<file path="config.mk">
export PLATFORM = sky130hd
export DESIGN_NAME = vfas_scan
export DESIGN_NICKNAME = d
export VERILOG_FILES = /design/src/vfas_pkg.sv /design/src/vfas_scan.sv
export SDC_FILE = /design/constraint.sdc
export NUM_CORES = 2
export LEC_CHECK = 0
export ABC_AREA = 1
export ABC_CLOCK_PERIOD_IN_PS = 4600
export BUFFER_PORTS_ARGS = -buffer_cell sky130_fd_sc_hd__buf_2
export CORE_MARGIN = 10
export CORE_UTILIZATION = 40
export CTS_BUF_LIST = sky130_fd_sc_hd__clkbuf_8
export DETAILED_ROUTE_END_ITERATION = 8
export GPL_ROUTABILITY_DRIVEN = 0
export PLACE_DENSITY_LB_ADDON = 0.1
export SYNTH_ARGS = -nofsm -noshare
export SYNTH_HDL_FRONTEND = slang
export SYNTH_MEMORY_MAX_BITS = 65536
export SYNTH_SLANG_ARGS = --single-unit
</file>
<file path="constraint.sdc">
create_clock -name clk -period 4.6 [get_ports clk]
set_input_delay 0 -clock clk [delete_from_list [all_inputs] [get_ports clk]]
set_output_delay 0 -clock clk [all_outputs]
set_load 0.02 [all_outputs]
</file>
<file path="src/vfas_pkg.sv">
// Shared types and constants for the vertex-to-face lookup block.
// No dependencies; used by every module under src.
package vfas_pkg;

  localparam int VERT_W  = 24;
  localparam int COUNT_W = 7;
  localparam int SLOT_W  = 6;
  localparam int QUEUE_DEPTH = 2;

  typedef enum logic {
    OP_LOAD  = 1'b0,
    OP_QUERY = 1'b1
  } op_t;

  typedef struct packed {
    op_t               op;
    logic [SLOT_W-1:0] slot;
    logic [VERT_W-1:0] load_first;
    logic [VERT_W-1:0] load_second;
    logic [VERT_W-1:0] load_third;
    logic [VERT_W-1:0] query_vertex;
  } in_t;

  typedef struct packed {
    logic [VERT_W-1:0]  out_first;
    logic [VERT_W-1:0]  out_second;
    logic [VERT_W-1:0]  out_third;
    logic [COUNT_W-1:0] face_number;
    logic               last;
  } out_t;

  typedef struct packed {
    logic [VERT_W-1:0] first;
    logic [VERT_W-1:0] second;
    logic [VERT_W-1:0] third;
  } face_t;

endpackage

</file>
<file path="src/vfas_scan.sv">
// Back end: face table memory, ascending scan and result output register.
// Depends on vfas_pkg (in_t, out_t, face_t, op codes, widths).
module vfas_scan #(
  parameter int MAX_FACES = 64
) (
  input  logic                         clk,
  input  logic                         rst,
  input  logic                         q_valid,
  input  vfas_pkg::in_t                q_data,
  output logic                         q_pop,
  input  logic [vfas_pkg::COUNT_W-1:0] face_count,
  output logic                         out_valid,
  input  logic                         out_stall,
  output vfas_pkg::out_t               out_data
);

  localparam int CW = vfas_pkg::COUNT_W;
  localparam int AW = (MAX_FACES > 1) ? $clog2(MAX_FACES) : 1;
  localparam logic [CW-1:0] MaxCnt = CW'(MAX_FACES);

  vfas_pkg::face_t mem [MAX_FACES];
  vfas_pkg::face_t rd_q;
  vfas_pkg::face_t pend;
  vfas_pkg::face_t load_face;

  logic                          scanning;
  logic [CW-1:0]                 idx;
  logic [CW-1:0]                 limit;
  logic [vfas_pkg::VERT_W-1:0]   vertex;
  logic                          rd_valid;
  logic [CW-1:0]                 rd_idx;
  logic                          pend_valid;
  logic [CW-1:0]                 pend_num;

  logic hit, out_free, rd_consume, more, issue, finish;
  logic push_mid, push_end, q_load, q_query;

  assign load_face = '{first:  q_data.load_first,
                       second: q_data.load_second,
                       third:  q_data.load_third};

  assign hit = rd_valid && ((rd_q.first == vertex) || (rd_q.second == vertex) ||
                            (rd_q.third == vertex));
  assign out_free   = !out_valid || !out_stall;
  // a hit with one already held must hand the held one on first
  assign rd_consume = rd_valid && (!hit || !pend_valid || out_free);
  assign more       = (idx < limit);
  assign issue      = scanning && more && (!rd_valid || rd_consume);
  assign finish     = scanning && !more && !rd_valid && (!pend_valid || out_free);
  assign push_mid   = rd_consume && hit && pend_valid;
  assign push_end   = finish && pend_valid;

  assign q_pop   = q_valid && !scanning;
  assign q_load  = q_pop && (q_data.op == vfas_pkg::OP_LOAD);
  assign q_query = q_pop && (q_data.op == vfas_pkg::OP_QUERY);

  // face table: one write port for loads, one registered read for the scan
  always_ff @(posedge clk) begin
    if (q_load && (CW'(q_data.slot) < MaxCnt)) begin
      mem[q_data.slot[AW-1:0]] <= load_face;
    end
    if (issue) begin
      rd_q <= mem[idx[AW-1:0]];
    end
  end

  // payload registers
  always_ff @(posedge clk) begin
    if (q_query) begin
      vertex <= q_data.query_vertex;
      limit  <= (face_count > MaxCnt) ? MaxCnt : face_count;
      idx    <= '0;
    end else if (issue) begin
      idx <= CW'(idx + 1'b1);
    end
    if (issue) begin
      rd_idx <= idx;
    end
    if (rd_consume && hit) begin
      pend     <= rd_q;
      pend_num <= CW'(rd_idx + 1'b1);
    end
    if (push_mid || push_end) begin
      out_data <= '{out_first:   pend.first,
                    out_second:  pend.second,
                    out_third:   pend.third,
                    face_number: pend_num,
                    last:        push_end};
    end
  end

  // control
  always_ff @(posedge clk) begin
    if (rst) begin
      scanning   <= 1'b0;
      rd_valid   <= 1'b0;
      pend_valid <= 1'b0;
      out_valid  <= 1'b0;
    end else begin
      if (q_query) begin
        scanning <= 1'b1;
      end else if (finish) begin
        scanning <= 1'b0;
      end

      if (issue) begin
        rd_valid <= 1'b1;
      end else if (rd_consume) begin
        rd_valid <= 1'b0;
      end

      if (rd_consume && hit) begin
        pend_valid <= 1'b1;
      end else if (push_end) begin
        pend_valid <= 1'b0;
      end

      if (push_mid || push_end) begin
        out_valid <= 1'b1;
      end else if (!out_stall) begin
        out_valid <= 1'b0;
      end
    end
  end

endmodule

</file>
==> impl_results.md <==
- Cell variety after synth: 27
- Post-route insts no fill: around 21000
- Total CTS buffers: slightly above 800
- P_leak: around 0.07 uW
- Buf+Inv Stages, Crit Path: 5
- Syn Area/Cell: about 14 um^2
- Syn Nets: between 10000 and 15000
- Synth Cell Area: about 190000 um^2
- Yosys warns: 0
- Critical Path Max Stage Delay: 0.74 ns
- Port Buffer Count: 195
- Pwr Total: ~100000 uW
- Outcome: completed
- Die Y: around 710 um
- CTS Buffer Depth: 4
- Antenna violations before repair: 52
- CP max-delay cell: dlygate4sd3_1
- Hold wc startpoint: q_data[74]
- IO Count: 196
- Worst rel slew slack: between 10% and 20%
- CTS tree: built
- Ranking of synthesized cells by area: edfxtp_1, o21ai_0, nor2_1
- Starting Density: about two fifths
- DRC Markers: 0
- Area leader, netlist: edfxtp_1
- Crit path time final: ~4.4 ns
- Clk_skew: 0.106 ns
- CP Data Required Time: roughly 5.5 ns
- # rows: 252
- R2r setup slk: 0.22 ns
- Remaining Overflow, GRT: 0
- Vias per Instance: 5.90
- Post-synth top area share: between 70 and 80%
- Largest net degree at the start of global routing: about 170
- Root buf cell: clkbuf_8
- Area grow syn2layout: 15.1%
- MaxCap Viol Count: 0
- Final core occ: a little under half
- Hold crit path type: in2reg
- Worst setup SP type: flop
- Dpl ws: ~0.6 ns
- Vias: between 100k and 150k
- Horiz. Die Dim: just over 700 um
- Critical path's top delay family: buffers and inverters
- DR iter-0 viols: between 10000 and 15000
- Wirelength, routed: ~680000 um
- Setup violators final: 0
- Worst vdd ir: about 0.00036 V
- Vias in the first global route: 121852
- Placed Area: about 200000 um^2
- Syn Inst Count: 13590
- Final ANT Viol Nets: 0
- Slew @ Worst Pin: 1.27 ns
- Post-synthesis sequential area ratio: between 70 and 80%
- Setup ws final: between 0.2 and 0.25 ns
- First-pass GRT wire length: between 900000 and 1000000 um
- Post-DP HPWL: ~350000 um
- Routed length per placed instance: roughly 32 um
- RSZ-0062 raised after global routing: false
- Setup crit end kind: flop
- Setup CP Type: reg2reg
- Dpl cells: a little under 20000
- Final Net Count: between 10000 and 15000
- Pwr dens: about 460 nW/um^2
- Share of layout cells above drive strength 1: between 10% and 20%
- Placeable Area: between 400000 and 500000 um^2
- Final Hold Fails: 0
- CP startpoint: scanning
- Synth Register Bits: 4888
- Crit path cell chain: nor3_2, buf_4, nand4_1, dlygate4sd3_1, buf_4, dlygate4sd3_1, nor2_4, buf_12
- Clk_lat worst skew: 1.33 ns
- Max Freq: roughly 230 MHz
- Fin crit share: 95.2%
- Clock net sink count: just under 5000
- Fin area: 217000 um^2
- Worst-path clk slew: roughly 0.070 ns
- Post-CTS Setup Bufs: 0
- All-Layer GR Usage: 26.2%
- Arrival time worst endpoint: 5.25 ns
- Slew Viols, Final: 0
- Worst r2r src: scanning
- Detailed Routing Iterations Pass 1: 6
- Htree depth: 6
- Crit path max fanout: 37
- Die area: roughly 500000 um^2
## worst paths after layout
path | to | depth (start not counted)
setup / recovery | mem[29][39] | 8
hold reg to reg | out_data[33] | 0
hold / removal | mem[29][50] | 2
setup reg to reg | mem[29][39] | 8
## stage by stage
step / hold WS (ns) / setup TNS [ns]
after floorplan: 0.0691 / -878.58
after global placement: 0.180 / 0
after detailed placement: 0.178 / 0
after CTS: 0.00422 / 0
after global routing: 0.123 / 0
final: 0.0994 / 0
## Yosys cell counts
| master | number |
|---|---|
| a211oi_1 | 1 |
| a21oi_1 | 148 |
| buf_1 | 34 |
| buf_2 | 254 |
| buf_4 | 35 |
| buf_6 | 6 |
| clkbuf_1 | 635 |
| clkinv_1 | 2 |
| dfxtp_1 | 11 |
| edfxtp_1 | 4877 |
| ha_1 | 8 |
| inv_1 | 115 |
| inv_2 | 5 |
| nand2_1 | 782 |
| nand3_1 | 579 |
| nand3b_1 | 2 |
| nand4_1 | 67 |
| nor2_1 | 2447 |
| nor3_1 | 2 |
| o211ai_1 | 103 |
| o21ai_0 | 2294 |
| o21ai_1 | 16 |
| o221ai_1 | 473 |
| o22ai_1 | 669 |
| o31ai_1 | 1 |
| xnor2_1 | 1 |
| xor2_1 | 23 |
## sequential cells by signal, summed over array words and instances (netlist names)
signal	flops
pend_num	7
rd_idx	7
rd_valid	1
idx	7
mem	4608
pend_valid	1
pend	72
vertex	24
rd_q	72
out_valid	1
out_data	80
limit	7
scanning	1
## metal layers
layer	global-route usage, %	wire length (um)	share of wire (%)
met1	36.7	285000	42
met2	41.5	312000	46
met3	4.71	58800	8.7
met4	8.63	22900	3.4
met5	0	59	0.0087
## logic make-up (layout without fill, tap and decap cells)
family,after synthesis,after routing,synth area share (%)
xor gates and xnor gates,24,24,0.112
adders and majority gates,8,8,0.0531
other,0,29,0
buffers and inverters,1086,2462,2.43
and+or+nand+nor,3879,3879,8.21
DFF,4888,4888,77.8
AOI/OAI and AO/OA,3705,3705,11.4
## layout by cell type (no fill, tap or decap), drive strengths merged
cell type,synthesis,routed
nand3b,2,2
clkbuf,635,825
bufinv,0,15
o31ai,1,1
o221ai,473,473
a211oi,1,1
a21oi,148,148
xor2,23,23
edfxtp,4877,4877
o211ai,103,103
clkinvlp,0,13
dfxtp,11,11
nor2,2447,2447
nand4,67,67
ha,8,8
nor3,2,2
inv,120,399
clkinv,2,307
o22ai,669,669
o21ai,2310,2310
dlygate4sd3,0,236
xnor2,1,1
nand2,782,782
nand3,579,579
diode,0,29
buf,329,667
## final cells by class
cell class	count	area [um^2]
Tap cell	6223	7790
Timing Repair Buffer	903	9600
Fill cell	41483	253000
Antenna cell	29	72.6
Sequential cell	4888	147000
Clock buffer	825	11400
Inverter	122	518
Clock inverter	612	3120
Multi-Input combinational cell	7616	37700
## where the power goes
part	total (uW)	switching, uW	internal, uW
Combinational	14600	10400	4220
Sequential	49700	429	49300
Clock	35200	17800	17500
Total	99600	28600	71000
## worst register-to-register path, stage by stage, from the launching register on
cell           delay, ns
dfxtp_1             0.39
nor3_2              0.55
buf_4               0.27
nand4_1             0.09
dlygate4sd3_1       0.57
buf_4               0.19
dlygate4sd3_1       0.75
nor2_4              0.54
buf_12              0.45
## repair_timing
| action | in CTS | in global routing |
|---|---|---|
| endpoints found under the hold margin | 9281 | 0 |
| hold buffers | 258 | 0 |
| endpoints found under the setup margin | 0 | 32 |
| gates resized for setup | 0 | 1 |
No activity file was read; power rests on OpenSTA's default activity.
