File: src/vfas_pkg.sv
// Shared types and constants for the vertex-to-face lookup block.
// No dependencies; used by every module under src.
package vfas_pkg;

  localparam int VERT_W  = 24;
  localparam int COUNT_W = 7;
  localparam int SLOT_W  = 6;
  localparam int QUEUE_DEPTH = 2;

  typedef enum logic {
    OP_LOAD  = 1'b0,
    OP_QUERY = 1'b1
  } op_t;

  typedef struct packed {
    op_t               op;
    logic [SLOT_W-1:0] slot;
    logic [VERT_W-1:0] load_first;
    logic [VERT_W-1:0] load_second;
    logic [VERT_W-1:0] load_third;
    logic [VERT_W-1:0] query_vertex;
  } in_t;

  typedef struct packed {
    logic [VERT_W-1:0]  out_first;
    logic [VERT_W-1:0]  out_second;
    logic [VERT_W-1:0]  out_third;
    logic [COUNT_W-1:0] face_number;
    logic               last;
  } out_t;

  typedef struct packed {
    logic [VERT_W-1:0] first;
    logic [VERT_W-1:0] second;
    logic [VERT_W-1:0] third;
  } face_t;

endpackage

File: src/vfas_queue.sv
// Two-entry queue between the input side and the scan engine.
// Depends on vfas_pkg (in_t, QUEUE_DEPTH).
module vfas_queue (
  input  logic          clk,
  input  logic          rst,
  input  logic          push_valid,
  output logic          push_stall,
  input  vfas_pkg::in_t push_data,
  output logic          pop_valid,
  input  logic          pop,
  output vfas_pkg::in_t pop_data
);

  localparam int PW = $clog2(vfas_pkg::QUEUE_DEPTH);
  localparam int CW = $clog2(vfas_pkg::QUEUE_DEPTH + 1);
  localparam logic [CW-1:0] Depth = CW'(vfas_pkg::QUEUE_DEPTH);

  vfas_pkg::in_t entries [vfas_pkg::QUEUE_DEPTH];
  logic [PW-1:0] wr_ptr;
  logic [PW-1:0] rd_ptr;
  logic [CW-1:0] count;
  logic          do_push;
  logic          do_pop;

  assign push_stall = (count == Depth);
  assign pop_valid  = (count != '0);
  assign pop_data   = entries[rd_ptr];
  assign do_push    = push_valid && !push_stall;
  assign do_pop     = pop && pop_valid;

  always_ff @(posedge clk) begin
    if (do_push) begin
      entries[wr_ptr] <= push_data;
    end
  end

  always_ff @(posedge clk) begin
    if (rst) begin
      wr_ptr <= '0;
      rd_ptr <= '0;
      count  <= '0;
    end else begin
      if (do_push) begin
        wr_ptr <= PW'(wr_ptr + 1'b1);
      end
      if (do_pop) begin
        rd_ptr <= PW'(rd_ptr + 1'b1);
      end
      if (do_push && !do_pop) begin
        count <= CW'(count + 1'b1);
      end else if (do_pop && !do_push) begin
        count <= CW'(count - 1'b1);
      end
    end
  end

endmodule

File: config.mk
export PLATFORM = sky130hd
export DESIGN_NAME = vfas_queue
export DESIGN_NICKNAME = d
export VERILOG_FILES = /design/src/vfas_pkg.sv /design/src/vfas_queue.sv
export SDC_FILE = /design/constraint.sdc
export NUM_CORES = 1
export LEC_CHECK = 0
export ABC_AREA = 1
export BUFFER_PORTS_ARGS = -buffer_cell sky130_fd_sc_hd__buf_2
export CORE_ASPECT_RATIO = 0.6
export CORE_MARGIN = 2
export CORE_UTILIZATION = 42
export CTS_CLUSTER_DIAMETER = 150
export DETAILED_ROUTE_END_ITERATION = 12
export GPL_ROUTABILITY_DRIVEN = 0
export PLACE_DENSITY = 0.64
export SYNTH_ARGS = -nofsm -noshare
export SYNTH_HDL_FRONTEND = slang
export SYNTH_SLANG_ARGS = --single-unit
File: constraint.sdc
create_clock -name clk -period 8.5 [get_ports clk]
set_clock_uncertainty 0.15 [all_clocks]
set_input_delay 1.7 -clock clk [delete_from_list [all_inputs] [get_ports clk]]
set_output_delay 1.7 -clock clk [all_outputs]
set_load 0.03 [all_outputs]
==> results by group, run 1 <==
Synthesis
  – Syn Area/Cell: 21.53 sq um
  – Cell taking the most area after synthesis: sky130_fd_sc_hd__edfxtp_1
  – Top-count cell post-synth: sky130_fd_sc_hd__edfxtp_1
  – Sequential element share of the synthesized area: 81.77%
  – Top cells by instance count after synthesis: 206 x sky130_fd_sc_hd__edfxtp_1, 103 x sky130_fd_sc_hd__mux2_2, 8 x sky130_fd_sc_hd__inv_1, 8 x sky130_fd_sc_hd__nor2_1
  – Number of flops mapped to enable cells by yosys: 206
  – Share of synthesized flip-flops with an asynchronous set or reset: 0%
  – Main area contributors after synthesis: sky130_fd_sc_hd__edfxtp_1 80%, sky130_fd_sc_hd__mux2_2 15%, sky130_fd_sc_hd__dfxtp_1 1.3%
  – Post-Syn Nets: around 470
  – Synth Register Bits: between 200 and 250
  – Netlist Area Pre-Place: 7687 sq um
  – Post-synth top flop: sky130_fd_sc_hd__edfxtp_1
  – Distinct cell type count of the synthesized netlist: 14
  – Number of synthesis warnings: 0
  – Fraction of post-synthesis cell area in the top cell type by area: between 80% and 90%
  – Post-Synthesis Cells: 357

Global route
  – Overflow left after global routing: 0
  – Global-route usage over all layers: 14.41%
  – Wire length of the first global-routing pass: 21330 microns
  – Via count of the first global-routing pass: 4140
  – Maximum number of pins on one net before global-route repair: 78
  – Initial antenna violation count: 5

Detailed routing
  – Sum of met3 wire segment lengths after detailed routing: 1708 microns
  – Vias after detailed routing: 4007
  – Pre-antenna DRT Iters: 4
  – Count of nets left with antenna violations after detail routing: 0
  – Drt drc: 0
  – Via density: roughly 4.8
  – Met1 wire length: 6470 microns
  – First DRT Iteration DRCs: about 250
  – Top layer used by detailed routing: met5
  – Average detailed-routed wire length per instance: 17.41 microns
  – Met2 wire length: 6136 microns
  – Total wire length: 14610 microns

Pwr
  – Total power of the final layout: 3.024 mW
  – Total power density per cell area: 314.3 nW/um^2
  – Leakage power summed over all cells: roughly 3.6 nW
  – Worst supply voltage drop on vdd: 185.9 uV

Floorplan
  – Die footprint: 19440 sq um
  – Die X-Extent: 178.7 microns
  – Number of placement rows: 38
  – I/O pin cnt: 212
  – Core Footprint: 18020 sq um
  – Chip height: 108.8 microns
  – Starting density of the core: 42.66%

Critical path
  – Cell with the biggest individual delay on the critical path: sky130_fd_sc_hd__buf_4
  – CP peak stage delay: roughly 0.86 ns
  – Reg-to-reg endpoint: count[1]$_SDFFE_PP0P_
  – Nature of the critical path startpoint: register
  – R2R setup slack: 6.38 ns
  – Worst reg2reg path startpoint: count[1]$_SDFFE_PP0P_
  – Cell breakdown of the critical path: buf_4 > mux2_2 > buf_2
  – Type of the worst setup path: reg -> out
  – Worst Path Arrival: 2.62 ns
  – Kind of end point of the critical path: output port
  – Cells on worst reg2reg path: 8
  – Critical path endpoint: pop_data[11]
  – Largest fanout on the critical path: between 70 and 80
  – Worst endpoint required time: around 6.7 ns

STA
  – Setup TNS: 0 ns
  – Share of the clock period used by the worst path after layout: 52.55%
  – Maximum frequency from static timing analysis: 223.9 MHz
  – Tmin final: approximately 4.5 ns
  – Relative max-transition margin: 30.55%
  – Final-layout worst hold slack: about 0.36 ns
  – # setup viols final: 0
  – Setup repair after global routing missed its margin: no
  – Measured slew at the worst slew-check pin: 1.042 ns
  – Count of final max-slew check failures: 0
  – Number of endpoints with negative hold slack in the final report: 0

Clock network
  – Worst-Skew Late Latency: 0.48 ns
  – Maximum clock path buffer count: 3
  – Clock tree from TritonCTS: built
  – Clock net sink count: 211
  – Count of cells resized by post-cts repair: 0
  – Number of setup buffers added after CTS: 0
  – H-tree levels: 1
  – Hold buffer count at CTS: 0
  – Clock root buffer: sky130_fd_sc_hd__clkbuf_16
  – Number of buffers created by CTS: 20
  – Clock slew at reported path FFs: around 0.06 ns

Final layout
  – Net count, final: 692
  – Relative area change from synthesis to final layout: 25.18%
  – Share of the core filled with cells: 53.40%
  – Fraction of final layout cells sized beyond drive strength 1: 58.46%

Place
  – Port Buffers: 211
  – HPWL after detailed placement: 9826 microns

Run status
  – Outcome: finished clean

Job
  – Count of maximum capacitance violations: 0

Min path
  – Min-Delay Path Class: reg -> reg
metrics by stage:
stage	setup WS, ns	area [sq um]	cells
5_1_grt	3.873	9618	837
3_3_place_gp	4.532	8999	802
6_report	4.034	9623	839
2_1_floorplan	1.642	7687	357
3_5_place_dp	4.480	8999	802
4_1_cts	3.969	9618	837
state kept, by name, summed over array words and instances (netlist names), named ones only:
signal / flops
entries: 206
count: 2
wr_ptr: 1
rd_ptr: 1
power breakdown:
part	internal (mW)	switching, mW	total, mW
clock	0.485	0.347	0.832
sequential	1.32	0.0431	1.36
combinational	0.273	0.560	0.833
layer usage:
layer / vias up / GRT usage, %
met5: - / 0
met3: 29 / 6.590
met2: 173 / 21.54
met1: 1933 / 19.40
li1: 1864 / -
met4: 8 / 3.194
worst max-delay path: cells and delay by family (launching register included):
family                 cells  cell delay (ns)
multiplexers               1             0.46
flip-flops                 1             0.57
buffers and inverters      2             1.05
logic make-up (layout without fill, tap and decap cells):
| group | Yosys count | after routing | share of synthesized area, % |
|---|---|---|---|
| AO/OA/AOI/OAI | 5 | 5 | 0.3255 |
| adder cells (fa/ha/maj) | 1 | 1 | 0.1627 |
| buffers and inverters | 19 | 259 | 1.709 |
| flip-flops | 211 | 211 | 81.77 |
| multiplexers | 103 | 103 | 15.09 |
| other | 0 | 2 | 0 |
| AND/OR/NAND/NOR | 18 | 18 | 0.9441 |
placed cells by master (no fill, tap or decap):
cell	Yosys	layout
sky130_fd_sc_hd__mux2_2	103	103
sky130_fd_sc_hd__ha_1	1	1
sky130_fd_sc_hd__clkinv_1	0	1
sky130_fd_sc_hd__diode_2	0	2
sky130_fd_sc_hd__dfxtp_4	0	1
sky130_fd_sc_hd__edfxtp_1	206	206
sky130_fd_sc_hd__nor2_1	8	6
sky130_fd_sc_hd__nand4_1	1	1
sky130_fd_sc_hd__clkinv_2	0	2
sky130_fd_sc_hd__clkinvlp_4	0	2
sky130_fd_sc_hd__clkbuf_16	0	21
sky130_fd_sc_hd__a21oi_1	2	2
sky130_fd_sc_hd__nand2_1	7	7
sky130_fd_sc_hd__clkinv_4	0	1
sky130_fd_sc_hd__nand3_1	2	2
sky130_fd_sc_hd__dfxtp_1	5	4
sky130_fd_sc_hd__nor2_4	0	2
sky130_fd_sc_hd__bufinv_16	0	1
sky130_fd_sc_hd__inv_1	8	8
sky130_fd_sc_hd__buf_2	3	211
sky130_fd_sc_hd__buf_4	1	5
sky130_fd_sc_hd__o21ai_0	3	3
sky130_fd_sc_hd__clkbuf_1	0	7
worst min path at each step:
| stage | end | startpoint | depth (start not counted) | slack (ns) |
|---|---|---|---|---|
| global placement | rd_ptr$_SDFFE_PP0P_ | rd_ptr$_SDFFE_PP0P_ | 2 | 0.33 |
| global route | register | rd_ptr$_SDFFE_PP0P_ | 2 | 0.40 |
| detailed placement | register | rd_ptr$_SDFFE_PP0P_ | 2 | 0.35 |
| finish | rd_ptr$_SDFFE_PP0P_ | rd_ptr$_SDFFE_PP0P_ | 2 | 0.36 |
| floorplan | register | rd_ptr$_SDFFE_PP0P_ | 2 | 0.31 |
| CTS | register | rd_ptr$_SDFFE_PP0P_ | 2 | 0.36 |
layout make-up:
class	instances	area (sq um)
inverter	8	30.03
multi-input combinational	127	1285
timing repair buffer	216	1094
antenna	2	5.005
fill	1465	8397
tap	240	300.3
clock inverter	7	67.56
sequential	211	6290
clock buffer	28	551.8
No activity file was read; power rests on OpenSTA's default activity.
==> run 2, diff against run 1 <==
--- a/config.mk
+++ b/config.mk
@@ -13,7 +13,7 @@
 export CTS_CLUSTER_DIAMETER = 150
 export DETAILED_ROUTE_END_ITERATION = 12
 export GPL_ROUTABILITY_DRIVEN = 0
-export PLACE_DENSITY = 0.64
+export PLACE_DENSITY = 0.67
 export SYNTH_ARGS = -nofsm -noshare
 export SYNTH_HDL_FRONTEND = slang
 export SYNTH_SLANG_ARGS = --single-unit
==> constraint.sdc (replaced) <==
create_clock -name clk -period 3.8 [get_ports clk]
set_clock_uncertainty 0.15 [all_clocks]
set_input_delay 0.76 -clock clk [delete_from_list [all_inputs] [get_ports clk]]
set_output_delay 0.76 -clock clk [all_outputs]
set_load 0.03 [all_outputs]
==> results by group, run 2 (same netlist as run 1, synthesis figures left out) <==
Floorplan
  – I/O pin cnt: around 210
  – Core Footprint: approximately 18000 sq um
  – Number of placement rows: 38
  – Die X-Extent: ~180 microns
  – Die footprint: 19440 sq um
  – Starting density of the core: 42.66%
  – Chip height: 108.8 microns

Critical path
  – Worst Path Arrival: slightly above 2 ns
  – Worst endpoint required time: just under 3 ns
  – Kind of cell with the highest combined delay on the critical path: flip-flops
  – Type of the worst setup path: reg -> out
  – Cell with the biggest individual delay on the critical path: sky130_fd_sc_hd__dfxtp_4
  – Largest fanout on the critical path: 55
  – Cell breakdown of the critical path: buf_12 > mux2_2 > buf_2
  – Buffers & Inverters on Critical Path: 2
  – Kind of end point of the critical path: output port
  – CP peak stage delay: ~0.6 ns
  – Nature of the critical path startpoint: register

Detailed routing
  – First DRT Iteration DRCs: 243
  – Pre-antenna DRT Iters: 6
  – Vias after detailed routing: 3989
  – Drt drc: 0
  – Average detailed-routed wire length per instance: 17.16 microns
  – Total wire length: 14380 microns
  – Count of nets left with antenna violations after detail routing: 0
  – Via density: between 4 and 5

Global route
  – Wire length of the first global-routing pass: 20940 microns
  – Initial antenna violation count: 2
  – Via count of the first global-routing pass: 4143
  – Global-route usage over all layers: 14.03%
  – Maximum number of pins on one net before global-route repair: 56
  – Overflow left after global routing: 0

Clock network
  – Hold buffer count at CTS: 0
  – H-tree levels: 1
  – Clock net sink count: 211
  – Number of setup buffers added after CTS: 0
  – Maximum clock path buffer count: 3
  – Clock root buffer: sky130_fd_sc_hd__clkbuf_16
  – Worst-Skew Late Latency: 0.48 ns
  – Clock tree from TritonCTS: built
  – Number of buffers created by CTS: 20
  – Clock slew at reported path FFs: 0.06 ns
  – Count of cells resized by post-cts repair: 0

Place
  – Post-Place Worst Slack: 1.314 ns
  – Port Buffers: roughly 210
  – Instance count after placement with tap cells included: between 800 and 900
  – Standard cell area after detailed placement: 9019 sq um
  – HPWL after detailed placement: 9721 microns

Pwr
  – Leakage power summed over all cells: roughly 3.6 nW
  – Worst supply voltage drop on vdd: 405.6 uV
  – Total power density per cell area: around 700 nW/um^2

Final layout
  – Fin cells: approximately 840
  – Largest registers ranked by flip-flop count: entries (206), count (2)
  – Design area: 9659 sq um
  – Most frequent cells in the layout: 211 x sky130_fd_sc_hd__buf_2, 206 x sky130_fd_sc_hd__edfxtp_1, 103 x sky130_fd_sc_hd__mux2_2, 21 x sky130_fd_sc_hd__clkbuf_16, 8 x sky130_fd_sc_hd__inv_1
  – Relative area change from synthesis to final layout: 25.65%
  – Most common cell after layout, fill and taps aside: sky130_fd_sc_hd__buf_2
  – Number of flip-flops under the largest register name: 206
  – Register ranked first by flip-flop count: entries
  – FILL cells: 1439
  – Fraction of final layout cells sized beyond drive strength 1: roughly 60%
  – Net count, final: ~690

STA
  – Number of endpoints with negative hold slack in the final report: 0
  – Count of final max-slew check failures: 0
  – Maximum frequency from static timing analysis: 336.2 MHz
  – Setup repair after global routing missed its margin: no
  – Tmin final: 2.975 ns
  – Share of the clock period used by the worst path after layout: 78.28%
  – Relative max-transition margin: 47.78%
  – Measured slew at the worst slew-check pin: 0.7751 ns
  – Worst Setup Slack, final: 0.8252 ns
  – # setup viols final: 0

Min path
  – Min-Delay Path Class: in -> reg

Job
  – Count of maximum capacitance violations: 0

Run status
  – Outcome: finished clean
-- run 2: changes by cell type in the layout (fill, tap and decap cells not counted), sizes merged --
cell and change:
diode -1, bufinv +1, buf +1, clkbuf -4
clkinv +2
-- run 2: metal layers --
layer  routed length (microns)  track usage (%)
met1                      6108            17.98
met2                      6412            22.59
met3                      1481            5.300
met4                       351            3.833
met5                        27                0
-- run 2: path summary, 6_finish.rpt --
path / start / endpoint / slack, ns / cells after the start
hold / removal: push_data[30] / entries[1][30]$_DFFE_PP_ / 0.32 / 1
setup reg to reg: count[1]$_SDFFE_PP0P_ / count[1]$_SDFFE_PP0P_ / 1.69 / 8
hold reg to reg: rd_ptr$_SDFFE_PP0P_ / rd_ptr$_SDFFE_PP0P_ / 0.37 / 2
setup / recovery: register / pop_data[50] / 0.83 / 3
-- run 2: through the flow --
step | power [mW] | TNS, ns | util, % | hold slack (ns)
after detailed placement | 4.971 | 0 | 50.05 | 0.3523
after floorplan | 4.469 | -87.06 | - | 0.3145
final | 6.829 | 0 | 53.60 | 0.3165
after global placement | 4.930 | 0 | 50.05 | 0.3296
after CTS | 6.918 | 0 | 53.59 | 0.2913
after global routing | 7.126 | 0 | 53.59 | 0.2954
-- run 2: layout make-up --
cell class                 instances  area, sq um  area share [%]
tap                              240        300.3           3.109
inverter                           8        30.03          0.3109
sequential                       211         6290           65.12
clock buffer                      24        536.8           5.557
clock inverter                    10        101.3           1.049
timing repair buffer             217         1114           11.53
antenna                            1        2.502         0.02591
multi-input combinational        127         1285           13.30
-- run 2: power breakdown --
group | total [mW] | switching [mW] | internal, mW
Sequential | 3.05 | 0.103 | 2.94
Combinational | 1.86 | 1.24 | 0.619
Clock | 1.93 | 0.786 | 1.14
Total | 6.83 | 2.13 | 4.70
